File: src/rtl/bpt_pkg.sv
// Shared types, constants and helper functions of the breakpoint patch table.
`timescale 1ns / 1ps

package bpt_pkg;

  // Table size and derived widths.
  localparam int TABLE_DEPTH = 8;
  localparam int IDX_W       = (TABLE_DEPTH > 1) ? $clog2(TABLE_DEPTH) : 1;
  localparam int CNT_W       = $clog2(TABLE_DEPTH + 1);

  // Field widths of the transactions.
  localparam int ACT_W  = 2;
  localparam int ADDR_W = 64;
  localparam int WORD_W = 64;
  localparam int STAT_W = 2;
  localparam int SLOT_W = 3;
  localparam int USED_W = 4;

  // Action codes.
  localparam logic [ACT_W-1:0] ACT_ADD    = 2'd0;
  localparam logic [ACT_W-1:0] ACT_REMOVE = 2'd1;
  localparam logic [ACT_W-1:0] ACT_HIT    = 2'd2;

  // Status codes.
  localparam logic [STAT_W-1:0] STAT_DONE = 2'd0;
  localparam logic [STAT_W-1:0] STAT_MISS = 2'd1;
  localparam logic [STAT_W-1:0] STAT_FULL = 2'd2;

  // Trap patching constants.
  localparam logic [WORD_W-1:0] HIGH_MASK = 64'hFFFF_FFFF_FFFF_FF00;
  localparam logic [WORD_W-1:0] TRAP_OP   = 64'h0000_0000_0000_00CC;

  typedef struct packed {
    logic [ACT_W-1:0]  action;
    logic [ADDR_W-1:0] address;
    logic [WORD_W-1:0] code_word;
  } bpt_req_t;

  typedef struct packed {
    logic [STAT_W-1:0] status;
    logic [SLOT_W-1:0] slot;
    logic [WORD_W-1:0] original_word;
    logic [WORD_W-1:0] patched_word;
    logic [ADDR_W-1:0] rewound_pc;
    logic [USED_W-1:0] entries_used;
  } bpt_res_t;

  typedef struct packed {
    logic [ADDR_W-1:0] addr;
    logic [WORD_W-1:0] word;
  } bpt_entry_t;

  // Replace the low byte of a code word with the trap opcode.
  function automatic logic [WORD_W-1:0] patch_word(input logic [WORD_W-1:0] w);
    return (w & HIGH_MASK) | TRAP_OP;
  endfunction

endpackage

File: src/rtl/bpt_seq.sv
// Sequencer of the breakpoint table: entry storage, shared address comparator and control.
`timescale 1ns / 1ps

module bpt_seq
  import bpt_pkg::*;
(
  input  logic     clk,
  input  logic     rst_n,
  input  logic     req_valid,
  input  bpt_req_t req,
  output logic     req_ready,
  output logic     res_valid,
  output bpt_res_t res,
  input  logic     res_ready
);

  typedef enum logic [4:0] {
    S_IDLE  = 5'b00001,
    S_ADD   = 5'b00010,
    S_SCAN  = 5'b00100,
    S_SHIFT = 5'b01000,
    S_DONE  = 5'b10000
  } state_t;

  state_t state_r, state_nxt;

  logic [ACT_W-1:0]  op_r, op_nxt;
  logic [ADDR_W-1:0] key_r, key_nxt;
  logic [WORD_W-1:0] word_r, word_nxt;
  logic [CNT_W-1:0]  count_r, count_nxt;
  logic [CNT_W-1:0]  idx_r, idx_nxt;
  logic              cmp_vld_r, cmp_vld_nxt;
  logic [IDX_W-1:0]  cmp_idx_r, cmp_idx_nxt;

  logic [STAT_W-1:0] status_r, status_nxt;
  logic [IDX_W-1:0]  slot_r, slot_nxt;
  logic [WORD_W-1:0] orig_r, orig_nxt;
  logic [WORD_W-1:0] patched_r, patched_nxt;
  logic [ADDR_W-1:0] rewound_r, rewound_nxt;

  // Table storage with one write port and one registered read port.
  bpt_entry_t mem_r [TABLE_DEPTH];
  bpt_entry_t rd_data_r;
  logic       rd_en;
  logic [IDX_W-1:0] rd_addr;
  logic       we;
  logic [IDX_W-1:0] wr_addr;
  bpt_entry_t wr_data;

  logic issue;
  logic match;

  assign issue = (idx_r < count_r);
  assign match = (rd_data_r.addr == key_r);

  always_comb begin
    state_nxt   = state_r;
    op_nxt      = op_r;
    key_nxt     = key_r;
    word_nxt    = word_r;
    count_nxt   = count_r;
    idx_nxt     = idx_r;
    cmp_vld_nxt = 1'b0;
    cmp_idx_nxt = cmp_idx_r;
    status_nxt  = status_r;
    slot_nxt    = slot_r;
    orig_nxt    = orig_r;
    patched_nxt = patched_r;
    rewound_nxt = rewound_r;
    rd_en       = 1'b0;
    rd_addr     = idx_r[IDX_W-1:0];
    we          = 1'b0;
    wr_addr     = cmp_idx_r;
    wr_data     = rd_data_r;
    req_ready   = 1'b0;
    res_valid   = 1'b0;

    case (state_r)
      S_IDLE: begin
        req_ready = 1'b1;
        if (req_valid) begin
          op_nxt      = req.action;
          key_nxt     = (req.action == ACT_HIT) ? (req.address - 64'd1) : req.address;
          word_nxt    = req.code_word;
          idx_nxt     = '0;
          status_nxt  = STAT_MISS;
          slot_nxt    = '0;
          orig_nxt    = '0;
          patched_nxt = '0;
          rewound_nxt = '0;
          case (req.action)
            ACT_ADD:    state_nxt = S_ADD;
            ACT_REMOVE: state_nxt = S_SCAN;
            ACT_HIT:    state_nxt = S_SCAN;
            default:    state_nxt = S_DONE;
          endcase
        end
      end

      S_ADD: begin
        if (count_r == CNT_W'(TABLE_DEPTH)) begin
          status_nxt = STAT_FULL;
        end else begin
          we          = 1'b1;
          wr_addr     = IDX_W'(count_r);
          wr_data     = '{addr: key_r, word: word_r};
          count_nxt   = count_r + CNT_W'(1);
          status_nxt  = STAT_DONE;
          slot_nxt    = IDX_W'(count_r);
          orig_nxt    = word_r;
          patched_nxt = patch_word(word_r);
        end
        state_nxt = S_DONE;
      end

      S_SCAN: begin
        if (cmp_vld_r && match) begin
          status_nxt = STAT_DONE;
          slot_nxt   = cmp_idx_r;
          orig_nxt   = rd_data_r.word;
          if (op_r == ACT_HIT) begin
            patched_nxt = patch_word(rd_data_r.word);
            rewound_nxt = key_r;
            state_nxt   = S_DONE;
          end else begin
            idx_nxt   = CNT_W'(cmp_idx_r) + CNT_W'(1);
            state_nxt = S_SHIFT;
          end
        end else if (issue) begin
          rd_en       = 1'b1;
          idx_nxt     = idx_r + CNT_W'(1);
          cmp_vld_nxt = 1'b1;
          cmp_idx_nxt = idx_r[IDX_W-1:0];
        end else begin
          state_nxt = S_DONE;
        end
      end

      S_SHIFT: begin
        // Each entry read here lands one place lower on the following cycle.
        if (cmp_vld_r) begin
          we = 1'b1;
        end
        if (issue) begin
          rd_en       = 1'b1;
          idx_nxt     = idx_r + CNT_W'(1);
          cmp_vld_nxt = 1'b1;
          cmp_idx_nxt = IDX_W'(idx_r - CNT_W'(1));
        end else if (!cmp_vld_r) begin
          count_nxt = count_r - CNT_W'(1);
          state_nxt = S_DONE;
        end
      end

      S_DONE: begin
        res_valid = 1'b1;
        if (res_ready) begin
          state_nxt = S_IDLE;
        end
      end

      default: begin
        state_nxt = S_IDLE;
      end
    endcase
  end

  always_ff @(posedge clk) begin
    if (!rst_n) begin
      state_r   <= S_IDLE;
      count_r   <= '0;
      cmp_vld_r <= 1'b0;
    end else begin
      state_r   <= state_nxt;
      count_r   <= count_nxt;
      cmp_vld_r <= cmp_vld_nxt;
    end
  end

  always_ff @(posedge clk) begin
    op_r      <= op_nxt;
    key_r     <= key_nxt;
    word_r    <= word_nxt;
    idx_r     <= idx_nxt;
    cmp_idx_r <= cmp_idx_nxt;
    status_r  <= status_nxt;
    slot_r    <= slot_nxt;
    orig_r    <= orig_nxt;
    patched_r <= patched_nxt;
    rewound_r <= rewound_nxt;
  end

  always_ff @(posedge clk) begin
    if (we) begin
      mem_r[wr_addr] <= wr_data;
    end
    if (rd_en) begin
      rd_data_r <= mem_r[rd_addr];
    end
  end

  assign res.status        = status_r;
  assign res.slot          = SLOT_W'(slot_r);
  assign res.original_word = orig_r;
  assign res.patched_word  = patched_r;
  assign res.rewound_pc    = rewound_r;
  assign res.entries_used  = USED_W'(count_r);

  a_count_bound: assert property (@(posedge clk) disable iff (!rst_n)
    count_r <= CNT_W'(TABLE_DEPTH))
    else $error("entry count beyond table depth");

  a_count_source: assert property (@(posedge clk) disable iff (!rst_n)
    (count_r != $past(count_r)) |-> ($past(state_r) == S_ADD || $past(state_r) == S_SHIFT))
    else $error("entry count changed outside add or shift");

  a_no_write_idle: assert property (@(posedge clk) disable iff (!rst_n)
    (state_r == S_IDLE || state_r == S_DONE) |-> !we)
    else $error("table written while no item is in work");

  a_res_hold: assert property (@(posedge clk) disable iff (!rst_n)
    (res_valid && !res_ready) |=> (res_valid && $stable(res)))
    else $error("result changed while waiting for the output register");

endmodule

File: src/rtl/breakpoint_patch_table_core.sv
// Top level of the breakpoint patch table: stream ports, sequencer and output register.
`timescale 1ns / 1ps

// The block keeps an ordered table of up to TABLE_DEPTH (8) software breakpoints,
// each an address and the original code word found there, and answers every
// input transaction with exactly one result transaction. An add appends an
// entry and returns the word with its low byte replaced by the trap opcode 0xCC;
// a full table answers with status 2 and leaves the table alone. A remove finds
// the first entry with a matching address, returns its saved word and closes the
// gap by moving the later entries down. A hit check looks up the trapped pc
// minus one and returns the rewound pc, the saved word and the re-patch word.
// Duplicate adds are kept; remove and hit check use the first match. Items are
// handled one at a time: the table has one read port and one 64-bit address
// comparator, and the scan and the compaction walk the entries one per cycle.
// An add goes through the add state and the done state before its result enters
// the output register; a hit check or an unmatched remove first compares the
// entries in order, and a matched remove then compacts the table, moving each
// later entry down one slot. A finished result waits in the output register,
// so the next transaction is taken while it is pending.
// After reset the table is empty; no clearing pass is needed.

module breakpoint_patch_table_core
  import bpt_pkg::*;
(
  input  logic         clk,
  input  logic         rst_n,

  input  logic         in_tvalid,
  output logic         in_tready,
  input  logic [127:0] in_tdata,   // address [63:0], code_word [127:64]
  input  logic [1:0]   in_tuser,   // action [1:0]

  output logic         out_tvalid,
  input  logic         out_tready,
  output logic [199:0] out_tdata,  // slot [2:0], original_word [66:3], patched_word [130:67],
                                   // rewound_pc [194:131], entries_used [198:195], zero [199]
  output logic [1:0]   out_tuser   // status [1:0]
);

  bpt_req_t req;
  bpt_res_t res;
  logic     res_valid;
  logic     res_ready;

  logic     out_valid_r;
  bpt_res_t out_res_r;

  // Unpack the input transaction.
  assign req.action    = in_tuser;
  assign req.address   = in_tdata[63:0];
  assign req.code_word = in_tdata[127:64];

  bpt_seq u_seq (
    .clk       (clk),
    .rst_n     (rst_n),
    .req_valid (in_tvalid),
    .req       (req),
    .req_ready (in_tready),
    .res_valid (res_valid),
    .res       (res),
    .res_ready (res_ready)
  );

  // The output register takes a new result whenever it is empty or being drained.
  assign res_ready = !out_valid_r || out_tready;

  always_ff @(posedge clk) begin
    if (!rst_n) begin
      out_valid_r <= 1'b0;
    end else if (res_valid && res_ready) begin
      out_valid_r <= 1'b1;
    end else if (out_tready) begin
      out_valid_r <= 1'b0;
    end
  end

  always_ff @(posedge clk) begin
    if (res_valid && res_ready) begin
      out_res_r <= res;
    end
  end

  assign out_tvalid = out_valid_r;
  assign out_tuser  = out_res_r.status;
  assign out_tdata  = {1'b0,
                       out_res_r.entries_used,
                       out_res_r.rewound_pc,
                       out_res_r.patched_word,
                       out_res_r.original_word,
                       out_res_r.slot};

endmodule
File: config.mk
export PLATFORM = sky130hd
export DESIGN_NAME = breakpoint_patch_table_core
export DESIGN_NICKNAME = d
export VERILOG_FILES = /design/src/rtl/bpt_pkg.sv /design/src/rtl/bpt_seq.sv /design/src/rtl/breakpoint_patch_table_core.sv
export SDC_FILE = /design/constraint.sdc
export NUM_CORES = 2
export LEC_CHECK = 0
export BUFFER_PORTS_ARGS = -buffer_cell sky130_fd_sc_hd__buf_4
export CORE_MARGIN = 10
export CORE_UTILIZATION = 50
export DETAILED_ROUTE_END_ITERATION = 10
export GPL_TIMING_DRIVEN = 0
export PLACE_DENSITY = 0.75
export SYNTH_ARGS = -nofsm -noshare
export SYNTH_HDL_FRONTEND = slang
export SYNTH_HIERARCHICAL = 1
export SYNTH_SLANG_ARGS = --single-unit
export TNS_END_PERCENT = 100
File: constraint.sdc
create_clock -name clk -period 31.6 [get_ports clk]
set_clock_uncertainty 0.15 [all_clocks]
set_input_delay 0 -clock clk [delete_from_list [all_inputs] [get_ports clk]]
set_output_delay 0 -clock clk [all_outputs]
set_load 0.01 [all_outputs]
-- Word-level counts from Yosys, hierarchy flattened
Memories as Yosys holds them, arrays and structs flattened. A register that Yosys moved wholly into a read port is not among the register bits.
Cells that the tools add are included.
- flip-flop bits (word level): 546
- bits in writable memories: 1024
- bits of input ports: 134
- output and inout port bits: 204
- logic and storage cells: 129
- memories kept: 1
- memories (memory ; depth ; width ; rd ports ; clocked after Yosys merged registers in ; wr ports ; line ; RTL):
    u_seq.mem_r ; 8 ; 128 ; 1 ; 1 ; 1 ; bpt_seq.sv:42 ; bpt_entry_t mem_r [TABLE_DEPTH];
- add/sub/neg operators: 6
- $lt $le $gt $ge: 1
- equality and inequality tests: 22
- muxes and demuxes: 58
- reduce and logical (&&, ||, !) cells: 21
- operators with widths (kind ; count):
    $mux W64 ; 9
    $pmux W64 S3 ; 2
    $mux W128 ; 2
    $pmux W64 S2 ; 1
    $eq A64 B64 Y1 ; 1
    $sub A64 B1 Y64 const B ; 1
    $mux W5 ; 7
    $mux W4 ; 7
    $pmux W5 S5 ; 1
    $mux W3 ; 8
    $reduce_and A4 Y1 ; 4
    $ne A2 B2 Y1 const B ; 6
    $pmux W4 S3 ; 1
    $mux W1 ; 10
    $pmux W5 S2 ; 1
    $reduce_and A5 Y1 ; 2
    $pmux W3 S3 ; 1
    $add A4 B1 Y4 const B ; 2
    $ne A2 B1 Y1 const B ; 4
    $pmux W4 S2 ; 1
    $reduce_bool A2 Y1 ; 4
    $mux W2 ; 3
    $ne A3 B3 Y1 const B ; 2
    $pmux W2 S3 ; 1
    other kinds (22) ; 27

-- Depth between registers and ports, before layout
- word-level depth: 5
- gate-level depth with buffers: 10
- mapped depth without buffers: 9

-- Hierarchy
The synthesis kept the hierarchy.
- modules (own cells, without submodules) (module ; times used ; cells each ; area each (um2) ; seq. area each (um2)):
    bpt_seq ; 1 ; 2654 ; 57501.4 ; 44612.8
    breakpoint_patch_table_core ; 1 ; 208 ; 6104.6 ; 6055.8

-- Least setup slack after synthesis
Ideal clock, no wire load.
- path type: reg-to-reg
- from: reg u_seq.state_r[4]
- to: mem u_seq/mem_r[6][0] (netlist bit) (enable)
- setup time: 0.798 ns
- arrival: 10.811 ns
- required time: 30.652 ns
- setup slack: 19.840 ns
- stages on the path, launching flop included: 8
- buffers on the path: 2
- clock period less this slack: 11.760 ns
- path through: dfxtp_1 nor2_1 and3_1 clkbuf_1 nand2_1 buf_1 a22oi_1 nor3b_1
- cells in the longest elaborated chain, start to end: 4
- elaborated cells on any way between the ends: 6
- those cells by class: eq/ne (2); mux (4)
- RTL lines (element ; line ; RTL):
    from (decl) ; bpt_seq.sv:25 ; state_t state_r, state_nxt;
    from (signal assigned) ; bpt_seq.sv:174 ; state_r <= state_nxt;
    $eq A5 B4 Y1 or $eq A5 B2 Y1 (tied branches) ; bpt_seq.sv:78 ; case (state_r)
    $pmux W1 S2 ; bpt_seq.sv:78 ;
    $mux W1 ; bpt_seq.sv:194 ; if (we) begin
    $mux W1 (implied by the code) ; bpt_seq.sv:195 ; mem_r[wr_addr] <= wr_data;
    to (decl) ; bpt_seq.sv:42 ;
Several ways; a longest one is shown, not always the timed one.

-- Worst setup path in the final report
- from: reg u_seq.key_r[63]
- to: reg u_seq.patched_r[55] (enable)
- cells in the longest elaborated chain, start to end: 4
- RTL lines (element ; line ; RTL):
    from (decl) ; bpt_seq.sv:28 ; logic [ADDR_W-1:0] key_r, key_nxt;
    from (signal assigned) ; bpt_seq.sv:182 ; key_r <= key_nxt;
    $eq A64 B64 Y1 ; bpt_seq.sv:54 ; assign match = (rd_data_r.addr == key_r);
    $logic_and A1 B1 Y1 ; bpt_seq.sv:117 ; if (cmp_vld_r && match) begin
    $ne A2 B1 Y1 (no line) ; n/a ;
    $reduce_and A5 Y1 (no line) ; n/a ;
    to (signal assigned) ; bpt_seq.sv:189 ; patched_r <= patched_nxt;
    to (decl) ; bpt_seq.sv:38 ; logic [WORD_W-1:0] patched_r, patched_nxt;
Every way passes these cells.
A chain may end at the register's enable or synchronous reset.

==> impl_table.tex <==
\begin{tabular}{lr}
\hline
Metric & Value \\
\hline
\multicolumn{2}{l}{\textbf{Clock network}} \\
Root Buffer & sky130\_fd\_sc\_hd\_\_clkbuf\_16 \\
TritonCTS clock tree & yes \\
Worst-case clock buffer depth & 3 \\
CTS clk-pin slew, worst paths & 0.06 ns \\
Number of buffers added for setup after CTS & 0 \\
Skew-Pair Late Insertion Delay & 0.80 ns \\
Clock Sinks & 1691 \\
H-Tree Level Count & 4 \\
TritonCTS buffer count & 166 \\
\multicolumn{2}{l}{\textbf{Logic synthesis}} \\
Most common flop cell mapped by yosys & sky130\_fd\_sc\_hd\_\_edfxtp\_1 \\
Post-synthesis average cell area & 22.2 µm² \\
Most common cell in the synthesized netlist & sky130\_fd\_sc\_hd\_\_edfxtp\_1 \\
Post-Syn Area & between 60000 and 70000 µm² \\
Number of warnings reported in the yosys synthesis log & 6 \\
Leading post-synthesis cells by instance count & sky130\_fd\_sc\_hd\_\_edfxtp\_1 (1680), sky130\_fd\_sc\_hd\_\_mux2\_2 (257), sky130\_fd\_sc\_hd\_\_mux4\_2 (256) \\
Async set-reset flop share out of synthesis & 0 \\
Number of cells produced by synthesis & 2862 \\
Most area-hungry cell type in the Yosys netlist & sky130\_fd\_sc\_hd\_\_edfxtp\_1 \\
Library cells used by synthesis & 60 \\
Share of the synthesized area in the top cell type & 0.793 \\
Seq cells post-synth & 1691 \\
EDFF count, synth & about 1700 \\
Sequential fraction of the synthesis area & 0.797 \\
Main area contributors after synthesis & sky130\_fd\_sc\_hd\_\_edfxtp\_1 (79\%), sky130\_fd\_sc\_hd\_\_mux4\_2 (9.1\%), sky130\_fd\_sc\_hd\_\_mux2\_2 (4.5\%), sky130\_fd\_sc\_hd\_\_xor2\_1 (1.3\%), sky130\_fd\_sc\_hd\_\_a22o\_1 (0.88\%) \\
\multicolumn{2}{l}{\textbf{Floorplanning}} \\
Number of standard-cell rows in the floorplan & 130 \\
Initial Util & 0.505 \\
Die boundary height & around 380 µm \\
Area of the core region & 126000 µm² \\
Io pins & 338 \\
Die area & around 140000 µm² \\
Horizontal die dimension & between 300 and 400 µm \\
\multicolumn{2}{l}{\textbf{Setup path}} \\
Library cell contributing the largest single delay on the critical path & sky130\_fd\_sc\_hd\_\_nor4\_1 \\
Worst stage delay on the critical path & 1.04 ns \\
Setup crit end kind & register \\
Cell-by-cell trace of the critical path & xnor2\_1 -> nand4\_1 -> nor4\_1 -> nand4\_1 -> nor4\_1 -> clkbuf\_1 -> nand2\_1 -> a21oi\_4 -> buf\_12 -> buf\_12 \\
Setup Crit Path Kind & register to register \\
Data arrival at the endpoint of the critical path & 6.03 ns \\
Startpoint types & register \\
Crit path required time & between 30 and 40 ns \\
CP max FO & 26 \\
\multicolumn{2}{l}{\textbf{STA}} \\
Portion of the clock cycle consumed by the worst path in the final layout & 0.180 \\
Setup total negative slack & 0 ns \\
Slew Limit Headroom & 0.0432 \\
Time the worst path needs with I/O delays and setup & 5.70 ns \\
Slew Limit Fails & 0 \\
Transition time at the pin with the least slew margin & 1.44 ns \\
Highest achievable clock rate & 175 MHz \\
Setup repair after global routing missed its margin & no \\
Worst hold slack & between 0.05 and 0.06 ns \\
Number of hold violations in the final report & 0 \\
Number of endpoints failing setup at the final stage & 0 \\
\multicolumn{2}{l}{\textbf{GRT}} \\
Largest net degree at the start of global routing & 87 \\
Met2 Usage GRT & 0.369 \\
Number of antenna violations at the first check in global routing & 8 \\
Number of global-route vias before repair & roughly 34000 \\
Global-route track usage on met1 & 0.280 \\
Global-route wire length before repair & 227000 µm \\
Global routing's busiest layer & met2 \\
Met3 track demand over resource & 0.0476 \\
Total congestion overflow & 0 \\
Global-route usage over all layers & 0.218 \\
\multicolumn{2}{l}{\textbf{Flow run}} \\
Max-capacitance violation count & 0 \\
\multicolumn{2}{l}{\textbf{Power and ir drop}} \\
Clock network fraction of design power & 0.391 \\
Portion of total power attributed to sequential cells & 0.521 \\
Switching power summed over all nets & 1.09 mW \\
PD cells & 62.8 nW/µm² \\
Reported leakage power & 26.0 nW \\
Net Sw Frac & 0.220 \\
Part of the total power dissipated in combinational logic & 0.088 \\
P\_int & 3.84 mW \\
Maximum ir drop on the vdd rail & 0.0469 mV \\
\multicolumn{2}{l}{\textbf{Worst hold path}} \\
Classification of the worst-slack hold path & primary input to register \\
\multicolumn{2}{l}{\textbf{Route}} \\
Antenna viol nets, final & 0 \\
Count of vias placed by the detailed router & 32228 \\
Detailed-route wire length & between 150000 and 200000 µm \\
Avg Vias per Cell & 5.78 \\
Drt drc & 0 \\
First DRT Iteration DRCs & about 3400 \\
Routed wirelength normalized by instance count & between 20 and 30 µm \\
Pre-antenna DRT Iters & 5 \\
\multicolumn{2}{l}{\textbf{Placed design}} \\
Final weighted congestion in routability-driven placement & 0.812 \\
\# placed instances & 4941 \\
Instance area at placement & $\sim$70000 µm² \\
Post-DP HPWL & 97900 µm \\
Number of port buffers & 336 \\
\multicolumn{2}{l}{\textbf{Final layout}} \\
Total number of nets in the final design & 3929 \\
Non-filler instance count after layout & 5573 \\
Area occupied by registers & roughly 51000 µm² \\
Layout-stage area growth over the synthesis result & 23.5\% \\
Footprint of the multi-input gates & 12500 µm² \\
Fill count & between 8000 and 9000 \\
Layout Cell Area excl Fill & 78500 µm² \\
Share of layout cells above drive strength 1 & 0.309 \\
\multicolumn{2}{l}{\textbf{Status}} \\
Result of the run & finished clean \\
\hline
\end{tabular}
## sequential cells by signal, indices dropped and copies added, names as in the netlist
register	count
u_seq/mem_r	1024
out_tdata	199
u_seq/rd_data_r	128
u_seq/key_r	64
u_seq/orig_r	64
u_seq/rewound_r	64
u_seq/word_r	64
u_seq/patched_r	57
u_seq/state_r	5
u_seq/count_r	4
u_seq/idx_r	4
u_seq/cmp_idx_r	3
u_seq/slot_r	3
out_tuser	2
u_seq/op_r	2
u_seq/status_r	2
out_tvalid	1
u_seq/cmp_vld_r	1
## power groups by stage
stage	logic (mW)	registers [mW]	clock network [mW]
final	0.435	2.57	1.93
after global routing	0.465	2.57	2.05
after CTS	0.439	2.57	1.96
after detailed placement	0.404	2.61	0
after global placement	0.385	2.63	0
after floorplan	0.262	2.61	0
## metal layers
layer | vias to the layer above | wire length, µm
met5 | - | 23
met3 | 262 | 13400
met2 | 1621 | 78900
li1 | 13603 | -
met1 | 16738 | 58600
met4 | 4 | 4690
## kinds of logic (layout without fill, tap and decap cells)
group / count (synthesis) / count (layout) / share of synthesized area
xor gates and xnor gates: 135 / 135 / 0.0186
and+or+nand+nor: 259 / 259 / 0.0237
DFF: 1691 / 1691 / 0.797
adders and majority gates: 13 / 13 / 0.00268
buffers and inverters: 137 / 1185 / 0.00856
AOI/OAI and AO/OA: 110 / 110 / 0.0133
other: 2 / 15 / 0.000118
muxes: 515 / 515 / 0.136
## critical path: cells and delay by family (launching register included)
family	cells	cell delay, ns
AND/OR/NAND/NOR	5	2.47
XOR/XNOR	1	0.66
AO/OA/AOI/OAI	1	0.55
buffers and inverters	3	1.01
flip-flops	1	0.50
## path summary, 6_finish.rpt
kind	start	cells past startpoint	slack, ns	to
min reg2reg	u_seq/orig_r[23]	0	0.26	out_tdata[26]
max reg2reg	u_seq/key_r[63]	10	25.90	u_seq/patched_r[55]
min	in_tdata[0]	3	0.05	u_seq/key_r[0]
max	u_seq/key_r[63]	10	25.90	u_seq/patched_r[55]
## area by class of cell
type                    instances  area share
inverters                      14    0.000765
well taps                    1650      0.0263
clock buffers                 205      0.0553
repair buffers                749      0.0946
flip-flops and latches       1691       0.645
diodes                         10    0.000319
clock inverters                94      0.0120
multi-input cells            1037       0.159
plain buffers                 123     0.00628
## placed cells by master (no fill, tap or decap), types with 6 or more instances in the layout
cell type	synthesis	final
sky130_fd_sc_hd__nand4_1	9	9
sky130_fd_sc_hd__buf_4	8	345
sky130_fd_sc_hd__nor3_1	25	25
sky130_fd_sc_hd__a22o_1	64	64
sky130_fd_sc_hd__buf_1	43	43
sky130_fd_sc_hd__nor2_1	36	30
sky130_fd_sc_hd__xnor2_1	41	41
sky130_fd_sc_hd__inv_1	14	13
sky130_fd_sc_hd__buf_12	0	35
sky130_fd_sc_hd__ha_1	12	12
sky130_fd_sc_hd__mux4_2	256	256
sky130_fd_sc_hd__nand3_1	8	8
sky130_fd_sc_hd__clkbuf_16	0	168
sky130_fd_sc_hd__a21oi_1	9	7
sky130_fd_sc_hd__o21ai_0	18	17
sky130_fd_sc_hd__clkinv_1	0	31
sky130_fd_sc_hd__clkinv_2	0	31
sky130_fd_sc_hd__dlygate4sd3_1	0	323
sky130_fd_sc_hd__dfxtp_1	11	11
sky130_fd_sc_hd__nor2_4	0	6
sky130_fd_sc_hd__buf_6	0	29
sky130_fd_sc_hd__edfxtp_1	1680	1680
sky130_fd_sc_hd__mux2_2	257	257
sky130_fd_sc_hd__and2_1	66	66
sky130_fd_sc_hd__nor4_1	23	23
sky130_fd_sc_hd__diode_2	0	10
sky130_fd_sc_hd__bufinv_16	0	14
sky130_fd_sc_hd__clkbuf_1	72	108
sky130_fd_sc_hd__xor2_1	94	94
sky130_fd_sc_hd__and3_1	7	7
sky130_fd_sc_hd__buf_16	0	21
sky130_fd_sc_hd__nand2_1	36	36
## per-stage QoR
| step | power (mW) | setup slack [ns] | util |
|---|---|---|---|
| finish | 4.93 | 25.90 | 0.623 |
| global route | 5.08 | 25.58 | 0.623 |
| CTS | 4.96 | 25.72 | 0.623 |
| detailed placement | 3.02 | 25.76 | 0.555 |
| global placement | 3.01 | 8.16 | 0.541 |
| floorplan | 2.87 | 19.84 | - |
## timing repair
item | in CTS | in global routing
endpoints found under the hold margin | 235 | 0
hold buffers | 323 | 0
resized for setup | 0 | 0
Power figures use the tool's default switching activity.
